File: src/hdl/x86rm_pkg.sv
`timescale 1ns / 1ps
package x86rm_pkg;
	localparam int STACK_WORDS_DEF = 32768;
	localparam int LEVEL_MASK_DEF = 31;
	localparam logic [15:0] HLE_SEG_RESET = 16'hF000;
	localparam logic [15:0] FLAG_OF = 16'h0800;
	localparam logic [15:0] FLAG_IF = 16'h0200;
	localparam logic [15:0] FLAG_TF = 16'h0100;

	typedef enum logic [3:0] {
		CMD_CALL_NEAR = 4'd0,
		CMD_CALL_FAR = 4'd1,
		CMD_RET_NEAR = 4'd2,
		CMD_RET_FAR = 4'd3,
		CMD_RET_NEAR_IMM = 4'd4,
		CMD_RET_FAR_IMM = 4'd5,
		CMD_ENTER = 4'd6,
		CMD_LEAVE = 4'd7,
		CMD_INT = 4'd8,
		CMD_IRET = 4'd9
	} cmd_t;

	localparam logic [1:0] ST_OK = 2'd0;
	localparam logic [1:0] ST_NULL_VEC = 2'd1;
	localparam logic [1:0] ST_ENTER32 = 2'd2;

	// one stack ram request from the sequencer
	typedef struct packed {
		logic        rd;
		logic        wr;
		logic [15:0] sp;
		logic [15:0] wdata;
	} ram_req_t;
endpackage

File: src/hdl/x86rm_seq.sv
`timescale 1ns / 1ps
module x86rm_seq #(
	parameter int LEVEL_MASK = x86rm_pkg::LEVEL_MASK_DEF
) (
	input  logic clk,
	input  logic arst_n,
	input  logic in_valid,
	output logic in_ready,
	input  logic [3:0] command,
	input  logic [15:0] imm_word,
	input  logic [15:0] imm_segment,
	input  logic [7:0] byte_imm,
	input  logic only_if_overflow,
	input  logic [3:0] instr_len,
	input  logic operand_override,
	input  logic [15:0] cur_ip,
	input  logic [15:0] cur_cs,
	input  logic [15:0] cur_flags,
	input  logic [15:0] cur_sp,
	input  logic [15:0] cur_bp,
	input  logic [15:0] hle_seg,
	output x86rm_pkg::ram_req_t req,
	input  logic [15:0] rdata,
	output logic out_valid,
	input  logic out_ready,
	output logic [15:0] new_ip,
	output logic ip_absolute,
	output logic [15:0] new_cs,
	output logic [15:0] new_flags,
	output logic [15:0] new_sp,
	output logic [15:0] new_bp,
	output logic hle_call,
	output logic [1:0] status
);
	import x86rm_pkg::*;

	typedef enum logic [5:0] {
		S_IDLE = 6'b000001,
		S_PUSH = 6'b000010,
		S_POP  = 6'b000100,
		S_POPW = 6'b001000,
		S_COPY = 6'b010000,
		S_COPYW = 6'b100000
	} state_t;

	state_t state_q;
	logic [3:0] cmd_q;
	logic [15:0] imm_q, ip_q, cs_q, fl_q, sp_q, walk_q, frame_q;
	logic [4:0] lvl_q, cnt_q;
	logic [1:0] idx_q;
	logic [1:0] npush_q;
	logic [15:0] pw0_q, pw1_q, pw2_q;
	logic res_full_q;
	logic [4:0] lvl_in;
	logic [15:0] ret_in, sp_dec;

	assign lvl_in = byte_imm[4:0] & 5'(LEVEL_MASK);
	assign ret_in = cur_ip + 16'(instr_len);
	assign sp_dec = sp_q - 16'd2;
	assign in_ready = (state_q == S_IDLE) && !res_full_q;
	assign out_valid = res_full_q;

	// ram requests per state
	always_comb begin
		req = '0;
		unique case (state_q)
			S_PUSH: begin
				req.wr = 1'b1;
				req.sp = sp_dec;
				unique case (idx_q)
					2'd0: req.wdata = pw0_q;
					2'd1: req.wdata = pw1_q;
					default: req.wdata = pw2_q;
				endcase
			end
			S_POP: begin
				req.rd = 1'b1;
				req.sp = sp_q;
			end
			S_COPY: begin
				req.rd = 1'b1;
				req.sp = walk_q - 16'd2;
			end
			S_COPYW: begin
				req.wr = 1'b1;
				req.sp = sp_dec;
				req.wdata = rdata;
			end
			default: ;
		endcase
	end

	// control sequencer
	always_ff @(posedge clk or negedge arst_n) begin
		if (!arst_n) begin
			state_q <= S_IDLE;
			res_full_q <= 1'b0;
		end else begin
			if (res_full_q && out_ready)
				res_full_q <= 1'b0;
			unique case (state_q)
				S_IDLE: begin
					if (in_valid && in_ready) begin
						cmd_q <= command;
						imm_q <= imm_word;
						ip_q <= cur_ip;
						// target segment for far call and int
						cs_q <= imm_segment;
						fl_q <= cur_flags;
						sp_q <= cur_sp;
						walk_q <= cur_bp;
						lvl_q <= lvl_in;
						idx_q <= 2'd0;
						cnt_q <= 5'd1;
						new_ip <= cur_ip;
						new_cs <= cur_cs;
						new_flags <= cur_flags;
						new_sp <= cur_sp;
						new_bp <= cur_bp;
						ip_absolute <= 1'b0;
						hle_call <= 1'b0;
						status <= ST_OK;
						state_q <= S_IDLE;
						unique case (command)
							CMD_CALL_NEAR: begin
								pw0_q <= ret_in; npush_q <= 2'd1;
								state_q <= S_PUSH;
							end
							CMD_CALL_FAR: begin
								pw0_q <= cur_cs; pw1_q <= ret_in; npush_q <= 2'd2;
								state_q <= S_PUSH;
							end
							CMD_RET_NEAR, CMD_RET_FAR, CMD_RET_NEAR_IMM,
							CMD_RET_FAR_IMM, CMD_IRET: state_q <= S_POP;
							CMD_ENTER: begin
								if (operand_override && lvl_in > 5'd1) begin
									status <= ST_ENTER32;
									res_full_q <= 1'b1;
								end else begin
									pw0_q <= cur_bp; npush_q <= 2'd1;
									state_q <= S_PUSH;
								end
							end
							CMD_LEAVE: begin
								sp_q <= cur_bp;
								state_q <= S_POP;
							end
							CMD_INT: begin
								if (only_if_overflow && (cur_flags & FLAG_OF) == 16'd0)
									res_full_q <= 1'b1;
								else if (imm_word == 16'd0 && imm_segment == 16'd0) begin
									status <= ST_NULL_VEC;
									res_full_q <= 1'b1;
								end else if (imm_segment == hle_seg &&
									imm_word == {8'd0, byte_imm}) begin
									hle_call <= 1'b1;
									res_full_q <= 1'b1;
								end else begin
									pw0_q <= cur_flags; pw1_q <= cur_cs; pw2_q <= ret_in;
									npush_q <= 2'd3;
									state_q <= S_PUSH;
								end
							end
							default: res_full_q <= 1'b1;
						endcase
					end
				end
				S_PUSH: begin
					sp_q <= sp_dec;
					idx_q <= idx_q + 2'd1;
					if (idx_q + 2'd1 == npush_q) begin
						// all pushes of this step done
						priority if (cmd_q == CMD_ENTER && cnt_q == 5'd1) begin
							// bp pushed; frame pointer fixed
							frame_q <= sp_dec;
							cnt_q <= 5'd2;
							if (lvl_q == 5'd0) begin
								new_bp <= sp_dec;
								new_sp <= sp_dec - imm_q;
								res_full_q <= 1'b1;
								state_q <= S_IDLE;
							end else if (lvl_q == 5'd1) begin
								pw0_q <= sp_dec; idx_q <= 2'd0;
								state_q <= S_PUSH;
							end else
								state_q <= S_COPY;
						end else if (cmd_q == CMD_ENTER) begin
							new_bp <= frame_q;
							new_sp <= sp_dec - imm_q;
							res_full_q <= 1'b1;
							state_q <= S_IDLE;
						end else begin
							new_sp <= sp_dec;
							if (cmd_q == CMD_CALL_NEAR)
								new_ip <= ip_q + imm_q;
							else begin
								new_ip <= imm_q;
								new_cs <= cs_q;
								ip_absolute <= 1'b1;
							end
							if (cmd_q == CMD_INT)
								new_flags <= fl_q & ~(FLAG_IF | FLAG_TF);
							res_full_q <= 1'b1;
							state_q <= S_IDLE;
						end
					end
				end
				S_COPY: begin
					walk_q <= walk_q - 16'd2;
					state_q <= S_COPYW;
				end
				S_COPYW: begin
					sp_q <= sp_dec;
					if (cnt_q == lvl_q) begin
						pw0_q <= frame_q; idx_q <= 2'd0;
						state_q <= S_PUSH;
					end else begin
						cnt_q <= cnt_q + 5'd1;
						state_q <= S_COPY;
					end
				end
				S_POP: begin
					state_q <= S_POPW;
				end
				S_POPW: begin
					sp_q <= sp_q + 16'd2;
					idx_q <= idx_q + 2'd1;
					state_q <= S_POP;
					if (cmd_q == CMD_LEAVE) begin
						new_bp <= rdata;
						new_sp <= sp_q + 16'd2;
						res_full_q <= 1'b1;
						state_q <= S_IDLE;
					end else if (idx_q == 2'd0) begin
						new_ip <= rdata;
						ip_absolute <= 1'b1;
						if (cmd_q == CMD_RET_NEAR || cmd_q == CMD_RET_NEAR_IMM) begin
							new_sp <= sp_q + 16'd2 +
								((cmd_q == CMD_RET_NEAR_IMM) ? imm_q : 16'd0);
							res_full_q <= 1'b1;
							state_q <= S_IDLE;
						end
					end else if (idx_q == 2'd1) begin
						new_cs <= rdata;
						if (cmd_q != CMD_IRET) begin
							new_sp <= sp_q + 16'd2 +
								((cmd_q == CMD_RET_FAR_IMM) ? imm_q : 16'd0);
							res_full_q <= 1'b1;
							state_q <= S_IDLE;
						end
					end else begin
						new_flags <= rdata;
						new_sp <= sp_q + 16'd2;
						res_full_q <= 1'b1;
						state_q <= S_IDLE;
					end
				end
				default: state_q <= S_IDLE;
			endcase
		end
	end
endmodule
File: config.mk
export PLATFORM = sky130hd
export DESIGN_NAME = x86rm_seq
export DESIGN_NICKNAME = d
export VERILOG_FILES = /design/src/hdl/x86rm_pkg.sv /design/src/hdl/x86rm_seq.sv
export SDC_FILE = /design/constraint.sdc
export NUM_CORES = 1
export LEC_CHECK = 0
export BUFFER_PORTS_ARGS = -buffer_cell sky130_fd_sc_hd__buf_4
export CORE_MARGIN = 2
export CORE_UTILIZATION = 35
export CTS_CLUSTER_DIAMETER = 80
export CTS_CLUSTER_SIZE = 20
export DETAILED_ROUTE_END_ITERATION = 8
export GPL_TIMING_DRIVEN = 1
export PLACE_DENSITY = 0.61
export SKIP_CTS_REPAIR_TIMING = 1
export SLEW_MARGIN = 20
export SYNTH_ARGS = -nofsm -noshare
export SYNTH_HDL_FRONTEND = slang
export SYNTH_SLANG_ARGS = --single-unit
File: constraint.sdc
create_clock -name clk -period 8.5 [get_ports clk]
set_input_delay 0.425 -clock clk [delete_from_list [all_inputs] [get_ports clk]]
set_output_delay 0.425 -clock clk [all_outputs]
set_load 0.02 [all_outputs]
# Yosys cells after proc, flatten, opt, wreduce, memory -nomap -nowiden
# Index checks and enable logic that the tools add are counted.
[op_classes]
magnitude_cmp = 1
n_eq_ne = 59
bitwise_logic = 4
n_addsub = 10
mul = 0
muxes = 134
n_reduce_logical = 47
div_mod_pow = 0
n_shift = 0
[ops]
columns = ["cell", "n"]
rows = [
  ["16-bit 2-to-1 mux", 56],
  ["16-bit one-hot mux with 3 select lines", 8],
  ["16-bit one-hot mux with 2 select lines", 4],
  ["16-bit one-hot mux with 4 select lines", 1],
  ["16-bit adder", 3],
  ["16-bit logical NOT", 3],
  ["2-bit != test, second input constant", 20],
  ["6-bit 2-to-1 mux", 6],
  ["6-bit one-hot mux with 6 select lines", 1],
  ["5-bit 2-to-1 mux", 7],
  ["4-bit by 3-bit == test with 1-bit output, second input constant", 8],
  ["16-bit by 2-bit subtractor with 16-bit output, second input constant", 2],
  ["2-bit 2-to-1 mux", 15],
  ["7-bit AND reduction", 4],
  ["1-bit 2-to-1 mux", 26],
  ["10-bit AND reduction", 2],
  ["3-bit != test, second input constant", 6],
  ["16-bit by 2-bit adder with 16-bit output, second input constant", 1],
  ["16-bit by 4-bit adder with 16-bit output", 1],
  ["16-bit == test", 1],
  ["16-bit by 8-bit == test with 1-bit output", 1],
  ["2-bit one-hot mux with 4 select lines", 2],
  ["8-bit AND reduction", 2],
  ["16-bit subtractor", 1],
  ["45 further kinds", 74],
]
[totals]
elab_cells = 280
latch_bits = 0
inputBits = 166
rom_bits = 0
reg_bits = 269
ramBits = 0
memories = 0

# Logic depth before layout (Yosys ltp)
# Gate-level depths: netlist of the first run.
[logic_depth]
ltp_word = 8
ltp_mapped = 16
ltp_nobuf = 15

# Least setup slack after synthesis of the first run
# Ideal clock, no wire load.
[synth_path]
path_type = "flip-flop to flip-flop"
startpoint = "register state_q[3]"
endpoint = "register new_flags[0] (enable)"
path_stages_with_launch = 8
arrival_time_ps = 4481
path_slack_ps = 3542
cell_sequence = "dfrtp_1 > nor2_1 > nand4b_1 > nor2_1 > and2_1 > o21ai_1 > or3_1 > a2111oi_0"
[synth_between]
elab_chain_cells = 5
word_cells_on_any_way = 15
cone_classes = "eq/ne (11); reduce/logical (4)"
[synth_rtl]
columns = ["item", "line_no", "text"]
rows = [
  ["start: declaration", "x86rm_seq.sv:46", "state_t state_q;"],
  ["start signal: assignment", "x86rm_seq.sv:96", "state_q <= S_IDLE;"],
  ["start signal: assignment", "x86rm_seq.sv:123", "state_q <= S_IDLE;"],
  ["start signal: assignment", "x86rm_seq.sv:127", "state_q <= S_PUSH;"],
  ["6-bit by 1-bit == test with 1-bit output", "x86rm_seq.sv:60", "assign in_ready = (state_q == S_IDLE) && !res_full_q;"],
  ["1-bit logical AND", "x86rm_seq.sv:60", ""],
  ["named net in_ready", "x86rm_seq.sv:8", "output logic in_ready,"],
  ["1-bit logical AND", "x86rm_seq.sv:103", "if (in_valid && in_ready) begin"],
  ["2-bit by 1-bit != test with 1-bit output (no line)", "--", ""],
  ["10-bit AND reduction (no line)", "--", ""],
  ["end signal: assignment", "x86rm_seq.sv:117", "new_flags <= cur_flags;"],
  ["end signal: assignment", "x86rm_seq.sv:202", "new_flags <= fl_q & ~(FLAG_IF | FLAG_TF);"],
  ["end signal: assignment", "x86rm_seq.sv:252", "new_flags <= rdata;"],
  ["end: declaration", "x86rm_seq.sv:29", "output logic [15:0] new_flags,"],
]
# The timed path passes the listed nets, and every way through them passes these cells.
# A chain may end at the register's enable or synchronous reset.

# Worst setup path after layout of the first run
[layout_path]
startpoint = "register sp_q[1]"
endpoint = "register new_sp[15] (data pin)"
[layout_between]
word_cells_on_any_way = 15
cone_classes = "add/sub (5); mux (10)"
[layout_rtl]
columns = ["item", "line_no", "text"]
rows = [
  ["start: declaration", "x86rm_seq.sv:48", "logic [15:0] imm_q, ip_q, cs_q, fl_q, sp_q, walk_q, frame_q;"],
  ["start signal: assignment", "x86rm_seq.sv:110", "sp_q <= cur_sp;"],
  ["start signal: assignment", "x86rm_seq.sv:145", "sp_q <= cur_bp;"],
  ["start signal: assignment", "x86rm_seq.sv:169", "sp_q <= sp_dec;"],
  ["16-bit by 2-bit subtractor with 16-bit output *", "x86rm_seq.sv:59", "assign sp_dec = sp_q - 16'd2;"],
  ["named net sp_dec[1]", "x86rm_seq.sv:55", "logic [15:0] ret_in, sp_dec;"],
  ["16-bit subtractor *", "x86rm_seq.sv:179, x86rm_seq.sv:189", ""],
  ["16-bit 2-to-1 mux (on tied branches)", "x86rm_seq.sv:187, x86rm_seq.sv:177", ""],
  ["16-bit 2-to-1 mux *", "x86rm_seq.sv:173", "priority if (cmd_q == CMD_ENTER && cnt_q == 5'd1) begin"],
  ["16-bit 2-to-1 mux *", "x86rm_seq.sv:171", "if (idx_q + 2'd1 == npush_q) begin"],
  ["16-bit one-hot mux with 3 select lines *", "x86rm_seq.sv:101", "unique case (state_q)"],
  ["end signal: assignment", "x86rm_seq.sv:179", "new_sp <= sp_dec - imm_q;"],
  ["end signal: assignment", "x86rm_seq.sv:189", "new_sp <= sp_dec - imm_q;"],
  ["end signal: assignment", "x86rm_seq.sv:193", "new_sp <= sp_dec;"],
  ["end: declaration", "x86rm_seq.sv:30", "output logic [15:0] new_sp,"],
]
# Mark *: on every way through the listed nets, which the timed path passes. The rest lies on a longest branch. The select of a mux whose other input is x is not followed.

==> results of run 1 <==
synthesized netlist by cell type (29+ instances only):
cell type  count  area [sq um]
nand2_1      168         630.6
o21ai_0      102         510.5
nor3_1        29         145.1
xor2_1        42         367.9
a21oi_1      148         740.7
and2_1        49         306.5
nor2_1       134         503.0
ha_1          71         888.4
clkbuf_1      67         251.5
xnor2_1       87         762.0
edfxtp_1     260          7807
inv_1         70         262.8
a221o_1       50         500.5
worst paths after layout:
path / startpoint / end / slack [ns] / cells after the start
max: sp_q[1] / new_sp[15] / 4.06 / 15
min: cur_flags[0] / fl_q[0] / 0.08 / 1
max reg2reg: sp_q[1] / new_sp[15] / 4.06 / 15
min reg2reg: cs_q[14] / new_cs[14] / 0.56 / 1
max in group asynchronous: arst_n / state_q[0] / 7.97 / 2
min in group asynchronous: arst_n / state_q[5] / 0.28 / 2
registers in the layout, indices dropped and copies added, names as in the netlist, 2 cells and up:
| name | flops |
|---|---|
| cs_q | 16 |
| frame_q | 16 |
| imm_q | 16 |
| ip_q | 16 |
| new_bp | 16 |
| new_cs | 16 |
| new_flags | 16 |
| new_ip | 16 |
| new_sp | 16 |
| pw0_q | 16 |
| pw1_q | 16 |
| pw2_q | 16 |
| sp_q | 16 |
| walk_q | 16 |
| fl_q | 14 |
| state_q | 6 |
| cnt_q | 5 |
| lvl_q | 5 |
| cmd_q | 4 |
| idx_q | 2 |
| npush_q | 2 |
| status | 2 |
cell families after synthesis:
logic type                 Yosys count
and+or+nand+nor                    531
AOI/OAI and AO/OA                  510
DFF                                267
buffers and inverters              152
xor gates and xnor gates           131
adders and majority gates           76
muxes                               28
placed cells by master, fill, tap and decap left out, types with 7 or more instances in the layout:
master / n
nand2b_1: 11
buf_4: 317
nand4_1: 12
mux2i_1: 27
a221o_1: 50
o21ai_0: 102
ha_1: 69
a21oi_1: 147
o21a_1: 12
o221ai_1: 14
a22o_1: 19
nand3_1: 27
nand2_1: 168
o211ai_1: 13
edfxtp_1: 260
a222oi_1: 19
and3_1: 13
inv_1: 70
nand3b_1: 7
o31ai_1: 9
clkbuf_16: 19
a211oi_1: 17
nor2_1: 131
xor2_1: 42
nor4_1: 15
xnor2_1: 87
nor2b_1: 11
a22oi_1: 12
o21bai_1: 8
and2_1: 49
or3_1: 14
o21ai_1: 18
nor3_1: 28
a21o_1: 20
critical path: cells and delay by family, from the launching register on:
family | cells | cell delay (ns)
AO/OA/AOI/OAI | 2 | 0.25
XOR/XNOR | 2 | 0.76
adder cells (fa/ha/maj) | 2 | 0.67
buffers and inverters | 1 | 0.33
flip-flops | 1 | 0.67
AND/OR/NAND/NOR | 8 | 1.49
layout make-up:
class                           count  area share (%)
Clock buffer                       21           2.351
Clock inverter                      7          0.4993
Inverter                           72           1.321
Multi-Input combinational cell   1276           41.60
Sequential cell                   267           38.86
Tap cell                          615           3.745
Timing Repair Buffer              318           11.63
per-stage QoR:
| stage | cell area (sq um) | setup slack [ns] | power [mW] |
|---|---|---|---|
| after detailed placement | 19950 | 4.158 | 3.185 |
| after CTS | 20540 | 4.121 | 4.116 |
| final | 20550 | 4.058 | 4.123 |
| after floorplan | 17060 | 3.542 | 2.613 |
| after global routing | 20550 | 3.784 | 4.294 |
| after global placement | 19950 | 4.227 | 3.175 |
layer usage:
metal  global-route usage, %  wire (microns)  vias to the layer above
met4                   8.673            2221                        0
met2                   41.13           31270                      834
met3                   5.526            6966                       86
li1                        -               -                     6899
met1                   37.11           28920                     7401
met5                       0               0                        -
power groups by stage:
| stage | clock [mW] | combinational, mW | sequential (mW) |
|---|---|---|---|
| floorplan | 0 | 0.772 | 1.84 |
| detailed placement | 0 | 1.36 | 1.82 |
| global placement | 0 | 1.36 | 1.82 |
| CTS | 0.954 | 1.37 | 1.79 |
| finish | 0.941 | 1.39 | 1.79 |
| global route | 0.998 | 1.49 | 1.81 |
==> results.ini, run 1 <==
[drt]
wl_microns = 69380
viasPerCell = 5.908
drt_iter0_drc = 1773
wl_per_cell_microns = 26.93
postRouteAntennaNets = 0
drc = 0
dr.pass1.iters = 6
vias = 15220

[synthesis]
syn_area_sq_mm = 0.01706
synth-simple-area-share_pct = 15.42
synthMuxAreaShare_pct = 1.650
postSynthAreaPerCell_sq_um = 10.06
synth_top_family_by_area = compound AO/OA/AOI/OAI gates
synth-main-ff-cell = edfxtp_1
async_reset_ff_share_pct = 2.622
syn_nets = 1937
ys_ff_latch = 267
synth_adder_area_share_pct = 5.794
seq_area_frac_synth_pct = 46.80
synth-xor-area-share_pct = 6.813
synth.distinct_cells = 86
synth_edf_count = 260
netlist_instances = 1695
ys_warn_count = 0
synth_compound_area_share_pct = 20.05

[die]
io_pins = 286
core_area_sq_mm = 0.04795
rows = 80
dieArea_sq_mm = 0.05053
start_util_pct = 35.58
die_x_microns = 224.8
fp.dieH_microns = 224.8

[clocking]
htreeDepth = 1
path_clk_slew_ns = 0.08
cts_tree = done
cts_root_buf = clkbuf_16
clk_latency_ns = 0.54
cts_buffer_depth = 3
clock-sinks = 267
cts_made_buffers = 19

[sta]
setup_viol = 0
clock_skew_ns = 0.02055
fin_crit_sh_pct = 52.26
grt_setup_unrepaired = false
slew_viol_final = 0
slew_headroom_pct = 26.66
worst_pin_slew_ns = 1.100
layout_min_cycle_time_ns = 4.442
hold_viol = 0
max_freq_mhz = 225.1
hold_ws_ns = 0.07899
setup_tns_ns = 0

[status]
status = finished clean

[finish]
antenna_cells = 0
utilization_pct = 42.85
drive_gt1_share_pct = 19.48
final_nets = 2196
multi_input_area_sq_mm = 0.008547
fillers = 4623
area_growth_pct = 20.44
ff_latch_area_sq_mm = 0.007984
final_cells = 2576

[setup_path]
crit_path_max_fanout = 14
crit_required_ns = 8.76
critPathLaunchType = flop
crit_type = flop to flop
cp.arrival_ns = 4.70
path_cells = inv_1 -> ha_1 -> nand2_2 -> or3_4 -> nor3_4 -> xor2_1 -> ha_1 -> nor2_1 -> nor2_1 -> o211a_1 -> nor3_1 -> nor3_1 -> nor3b_1 -> xnor2_1 -> o22ai_1
cp-end-kind = flop
crit_slowest_cell = edfxtp_1
slowest_delay_ns = 0.67

[power_and_ir_drop]
leakage_nw = 8.116
sequentialPowerShare_pct = 43.5
peakVddDrop_uv = 113.5
p_int_mw = 2.639
switchingPower_mw = 1.484
combPwrFrac_pct = 33.6
p_sw_share_pct = 35.99
p_clk_share_pct = 22.8
power_density_mw_per_mm2 = 200.6

[placed_design]
portBuffers = 285
dp_hpwl_microns = 53760
gp_congestion = 0.9486
dp_cells = 2547

[grt]
grt_max_degree = 81
grt_pass1_vias = 14310
track_usage_pct = 26.58
grt_first_pass_wirelength_microns = 98060
antenna_found_initial = 0
grt_remaining_overflow = 0

[min_path]
holdCritPathClass = input pin to flop

[run]
maxCapViolCount = 0

Power figures use the tool's default switching activity.
==> inputs of run 2 (changes only) <==
==> constraint.sdc (replaced) <==
create_clock -name clk -period 4.58 [get_ports clk]
set_input_delay 0.229 -clock clk [delete_from_list [all_inputs] [get_ports clk]]
set_output_delay 0.229 -clock clk [all_outputs]
set_load 0.02 [all_outputs]
==> results.ini, run 2 (synthesis gave the netlist of run 1 again) <==
[drt]
drt_iter0_drc = 1980  ; +12%
wl_per_cell_microns = 26.82  ; -0.43%
drc = 0  ; unchanged
wl_microns = 71790  ; +3.5%
dr.pass1.iters = 8  ; +2
postRouteAntennaNets = 0  ; unchanged
vias = 15840  ; +4.1%
viasPerCell = 5.917  ; +0.15%

[clocking]
htreeDepth = 1  ; unchanged
path_clk_slew_ns = 0.08  ; about the same
clk_latency_ns = 0.57  ; +0.03 ns
cts_made_buffers = 20  ; +1
clock-sinks = 267  ; unchanged
cts_tree = done
cts_buffer_depth = 3  ; unchanged
cts_root_buf = clkbuf_16

[status]
status = finished with violations
violations = negative hold slack

[grt]
grt_pass1_vias = 14440  ; +0.88%
antenna_found_initial = 1  ; +1
grt_remaining_overflow = 0  ; unchanged
track_usage_pct = 27.31  ; +0.73 points
grt_max_degree = 81  ; unchanged
grt_first_pass_wirelength_microns = 100200  ; +2.2%

[sta]
slew_headroom_pct = 28.33  ; +1.7 points
max_freq_mhz = 249.9  ; +11%
grt_setup_unrepaired = false
setup_tns_ns = 0  ; unchanged
slew_viol_final = 0  ; unchanged
layout_min_cycle_time_ns = 4.002  ; -0.4409 ns
hold_ws_ns = -0.001817  ; -0.08081 ns
clock_skew_ns = 0.04500  ; +0.02445 ns
setup_viol = 0  ; unchanged
hold_viol = 1  ; +1
worst_pin_slew_ns = 1.075  ; -0.02508 ns
fin_crit_sh_pct = 87.37  ; +35 points

[finish]
area_growth_pct = 26.04
final_nets = 2295  ; +4.5%
final_common_cell = buf_4
final_cells = 2677  ; +3.9%
layout_common_cells = buf_4 (338), edfxtp_1 (260), nand2_1 (168)
drive_gt1_share_pct = 19.56  ; +0.083 points

[die]
core_area_sq_mm = 0.04795  ; unchanged
dieArea_sq_mm = 0.05053  ; unchanged
io_pins = 286  ; unchanged
start_util_pct = 35.58  ; unchanged
die_x_microns = 224.8  ; unchanged
rows = 80  ; unchanged
fp.dieH_microns = 224.8  ; unchanged

[placed_design]
dp_cells = 2568  ; +0.82%
dp_hpwl_microns = 55290  ; +2.8%
portBuffers = 285  ; unchanged
gp_congestion = 0.9528  ; +0.44%

[setup_path]
crit_path_max_fanout = 8  ; -6
cp.arrival_ns = 4.35  ; -0.35 ns
crit_required_ns = 4.93  ; -3.83 ns
cp-end-kind = flop
critPathLaunchType = flop
crit_type = flop to flop

[power_and_ir_drop]
leakage_nw = 8.549  ; +5.3%
power_density_mw_per_mm2 = 364.5  ; +82%
peakVddDrop_uv = 254.1  ; +120%

[min_path]
holdCritPathClass = input pin to flop

[run]
maxCapViolCount = 0  ; unchanged

==> run 2: cell count changes in the layout (fill, tap and decap cells not counted), sizes merged <==
cell / previous run / this run
diode: 0 / 2
bufinv: 1 / 0
dlygate4sd3: 1 / 78
clkinvlp: 0 / 2
buf: 317 / 338
==> run 2: report_power, final <==
part / internal (mW) / switching (mW) / total (mW)
registers: 3.09 / 0.236 / 3.33
logic: 1.04 / 1.68 / 2.71
clock network: 0.833 / 0.966 / 1.80
total: 4.96 / 2.88 / 7.84
==> run 2: per-layer routing <==
layer	up-vias	wire [microns]	global-route usage, %
li1	7096	-	-
met1	7687	29940	38.81
met2	921	31820	41.23
met3	135	6962	4.794
met4	2	3056	10.81
met5	-	12	0
==> run 2: worst max-delay path, stage by stage (launching register included) <==
cell and delay, ns:
edfxtp_1 0.49, ha_1 0.23, nand3_1 0.14, nor2_1 0.31, nand2_1 0.11, xor2_1 0.38
inv_1 0.23, ha_1 0.41, nand3_1 0.08, o22ai_1 0.21, nor4_1 0.10, o41ai_1 0.59
xor2_1 0.19, nor2_1 0.06, o311ai_1 0.27
==> run 2: metrics by stage <==
step                      cell area [sq um]  worst slack (ns)  power (mW)  util, %
after CTS                             20720            0.6367       7.730    43.21
final                                 21500            0.5785       7.838    44.85
after global routing                  21500            0.2670       8.129    44.84
after detailed placement              20100            0.7159       5.972    41.93
after floorplan                       17060            0.2352       4.849        -
after global placement                20100            0.7605       5.960    41.93
==> run 2: area by class of cell <==
type / count / area [sq um]
multi-input cells: 1276 / 8542
fillers: 4522 / 26440
clock inverters: 8 / 107.6
repair buffers: 416 / 3318
diodes: 2 / 5.005
well taps: 615 / 769.5
inverters: 72 / 271.5
flip-flops and latches: 267 / 7984
clock buffers: 21 / 504.2
==> run 2: path summary, 6_finish.rpt <==
kind | cells after the start | slack (ns) | from | to
max | 14 | 0.58 | sp_q[1] | new_sp[14]
min | 2 | -0.002 | cur_flags[9] | new_flags[9]
max reg2reg | 14 | 0.58 | sp_q[1] | new_sp[14]
min reg2reg | 1 | 0.56 | fl_q[7] | new_flags[7]
max in group asynchronous | 2 | 4.26 | arst_n | state_q[0]
min in group asynchronous | 2 | 0.06 | arst_n | out_valid
==> inputs of run 3 (changes only) <==
--- a/config.mk
+++ b/config.mk
@@ -6,13 +6,14 @@
 export NUM_CORES = 1
 export LEC_CHECK = 0
 export BUFFER_PORTS_ARGS = -buffer_cell sky130_fd_sc_hd__buf_4
+export CORE_ASPECT_RATIO = 2
 export CORE_MARGIN = 2
 export CORE_UTILIZATION = 35
 export CTS_CLUSTER_DIAMETER = 80
 export CTS_CLUSTER_SIZE = 20
 export DETAILED_ROUTE_END_ITERATION = 8
 export GPL_TIMING_DRIVEN = 1
-export PLACE_DENSITY = 0.61
+export PLACE_DENSITY = 0.63
 export SKIP_CTS_REPAIR_TIMING = 1
 export SLEW_MARGIN = 20
 export SYNTH_ARGS = -nofsm -noshare
==> constraint.sdc (replaced) <==
create_clock -name clk -period 3.3 [get_ports clk]
set_input_delay 0.165 -clock clk [delete_from_list [all_inputs] [get_ports clk]]
set_output_delay 0.165 -clock clk [all_outputs]
set_load 0.02 [all_outputs]
==> results.ini, run 3 (synthesis gave the netlist of run 1 again) <==
[run]
maxCapViolCount = 0  ; unchanged

[setup_path]
critPathLaunchType = flop
slowest_delay_ns = 0.48  ; -0.11 ns
critPathTopFamily = compound AO/OA/AOI/OAI gates
r2r-end = new_sp[15]
path_cells = buf_6 -> nand3_4 -> nor2_2 -> nand2_1 -> xnor2_2 -> ha_4 -> a211o_1 -> a211oi_2 -> buf_4 -> o21ai_4 -> o41ai_2 -> buf_4 -> a21oi_1 -> nor3b_1 -> o31ai_2 -> o22ai_1
cp.arrival_ns = 3.90  ; -0.45 ns
timing.rr.start = sp_q[2]
crit_type = flop to flop
crit_path_frequent_cell = buf_4
crit_slowest_cell = edfxtp_1
crit_path_max_fanout = 4  ; -4
cp-end-kind = flop
reg2reg_slack_ns = -0.26  ; -0.83 ns
critPathBufInv = 3  ; +2
crit_required_ns = 3.65  ; -1.28 ns
reg2reg_depth = 16  ; +2

[sta]
hold_viol = 1  ; unchanged
fin_crit_sh_pct = 107.8  ; +20 points
slew_headroom_pct = 37.21  ; +8.9 points
clock_skew_ns = 0.04820  ; +0.003201 ns
worst_pin_slew_ns = 0.9392  ; -0.1358 ns
worst_slack_ns = -0.2559  ; -0.8344 ns
hold_ws_ns = -0.003024  ; -0.001207 ns
setup_viol = 8  ; +8
max_freq_mhz = 281.2  ; +13%
slew_viol_final = 0  ; unchanged
layout_min_cycle_time_ns = 3.556  ; -0.4456 ns
grt_setup_unrepaired = true

[grt]
grt_remaining_overflow = 0  ; unchanged
track_usage_pct = 30.10  ; +2.8 points
antenna_found_initial = 0  ; -1
grt_first_pass_wirelength_microns = 110700  ; +11%
grt_pass1_vias = 16440  ; +14%
grt_max_degree = 81  ; unchanged

[drt]
wl_per_cell_microns = 27.83  ; +3.8%
viasPerCell = 5.885  ; -0.55%
dr.pass1.iters = 9  ; +1
vias = 17080  ; +7.8%
postRouteAntennaNets = 0  ; unchanged
drt_iter0_drc = 1874  ; -5.4%
drc = 5  ; +5
wl_microns = 80790  ; +13%

[power_and_ir_drop]
leakage_nw = 9.728  ; +14%
fin_total_pwr_mw = 11.63  ; +48%
peakVddDrop_uv = 351.6  ; +38%
power_density_mw_per_mm2 = 485.4  ; +33%

[placed_design]
dp_hpwl_microns = 63250  ; +14%
portBuffers = 285  ; unchanged
gp_congestion = 0.9948  ; +4.4%

[clocking]
clk_latency_ns = 0.56  ; about the same
cts_root_buf = clkbuf_16
cts_buffer_depth = 3  ; unchanged
path_clk_slew_ns = 0.10  ; +0.02 ns
htreeDepth = 1  ; unchanged
cts_tree = done
cts_made_buffers = 18  ; -10%
clock-sinks = 267  ; unchanged

[finish]
final_nets = 2501  ; +9.0%
fillers = 4403  ; -2.6%
final_common_cell = buf_4
ff_latch_area_sq_mm = 0.007984  ; unchanged
multi_input_area_sq_mm = 0.009365  ; +9.6%
layout_common_cells = buf_4 (511), edfxtp_1 (260), nand2_1 (163)
drive_gt1_share_pct = 31.23  ; +12 points
area_growth_pct = 40.49

[min_path]
holdCritPathClass = input pin to flop
hold_path_depth = 2  ; unchanged
whs_endpoint = walk_q[0]
min_from = in_valid

[status]
status = finished with violations
violations = design-rule violations, negative hold slack, negative setup slack

[die]
fp.dieH_microns = 316.2  ; +41%
rows = 114  ; +43%
core_area_sq_mm = 0.04821  ; +0.55%
io_pins = 286  ; unchanged
die_x_microns = 160.1  ; -29%
dieArea_sq_mm = 0.05063  ; +0.21%
start_util_pct = 35.39  ; -0.20 points

[run 3: cell count changes in the layout (fill, tap and decap cells not counted), sizes merged]
cell / previous run / this run
buf: 338 / 530
clkinvlp: 2 / 0
clkinv: 4 / 5
diode: 2 / 1
dlygate4sd3: 78 / 94
clkbuf: 21 / 20
inv: 74 / 72
[run 3: worst max-delay path by stage]
stage	startpoint	to	slack, ns	depth (start not counted)
after floorplan	sp_q[1]	new_sp[15]	-0.17	15
after global placement	cmd_q[0]	new_sp[11]	-0.28	15
after detailed placement	cmd_q[0]	new_sp[11]	-0.33	15
after CTS	cmd_q[0]	new_sp[11]	-0.41	15
after global routing	sp_q[3]	new_sp[15]	-0.43	16
final	sp_q[2]	new_sp[15]	-0.26	16
[run 3: area by class of cell]
class                      instances  share of cell area [%]
antenna                            1                 0.01044
timing repair buffer             624                   20.97
multi-input combinational       1276                   39.07
sequential                       267                   33.31
clock inverter                     5                  0.2401
inverter                          72                   1.154
tap                              638                   3.331
clock buffer                      20                   1.911
[run 3: power breakdown]
part | leakage, nW | internal [mW] | switching (mW) | total, mW
Clock | 0.252 | 1.02 | 1.26 | 2.29
Sequential | 2.47 | 4.29 | 0.293 | 4.58
Combinational | 7.00 | 2.04 | 2.73 | 4.76
[run 3: layer usage]
layer  GRT usage, %  wire (microns)  share of wire, %  vias up
met1          31.91           26390                33     8200
li1               -               -                 -     7503
met3          3.990            5659               7.0      351
met2          52.37           39920                49     1030
met4          26.72            8814                11        0
met5              0               0                 0        -
[run 3: stage by stage]
step / TNS (ns) / setup slack [ns] / cells / cell area [sq um] / utilization (%)
global placement: -1.624 / -0.2808 / 2760 / 21550 / 44.70
CTS: -2.952 / -0.4111 / 2786 / 22070 / 45.78
detailed placement: -1.826 / -0.3294 / 2761 / 21560 / 44.71
floorplan: -0.4127 / -0.1708 / 1695 / 17200 / -
finish: -0.8214 / -0.2559 / 2903 / 23970 / 49.71
global route: -2.136 / -0.4256 / 2902 / 23970 / 49.71
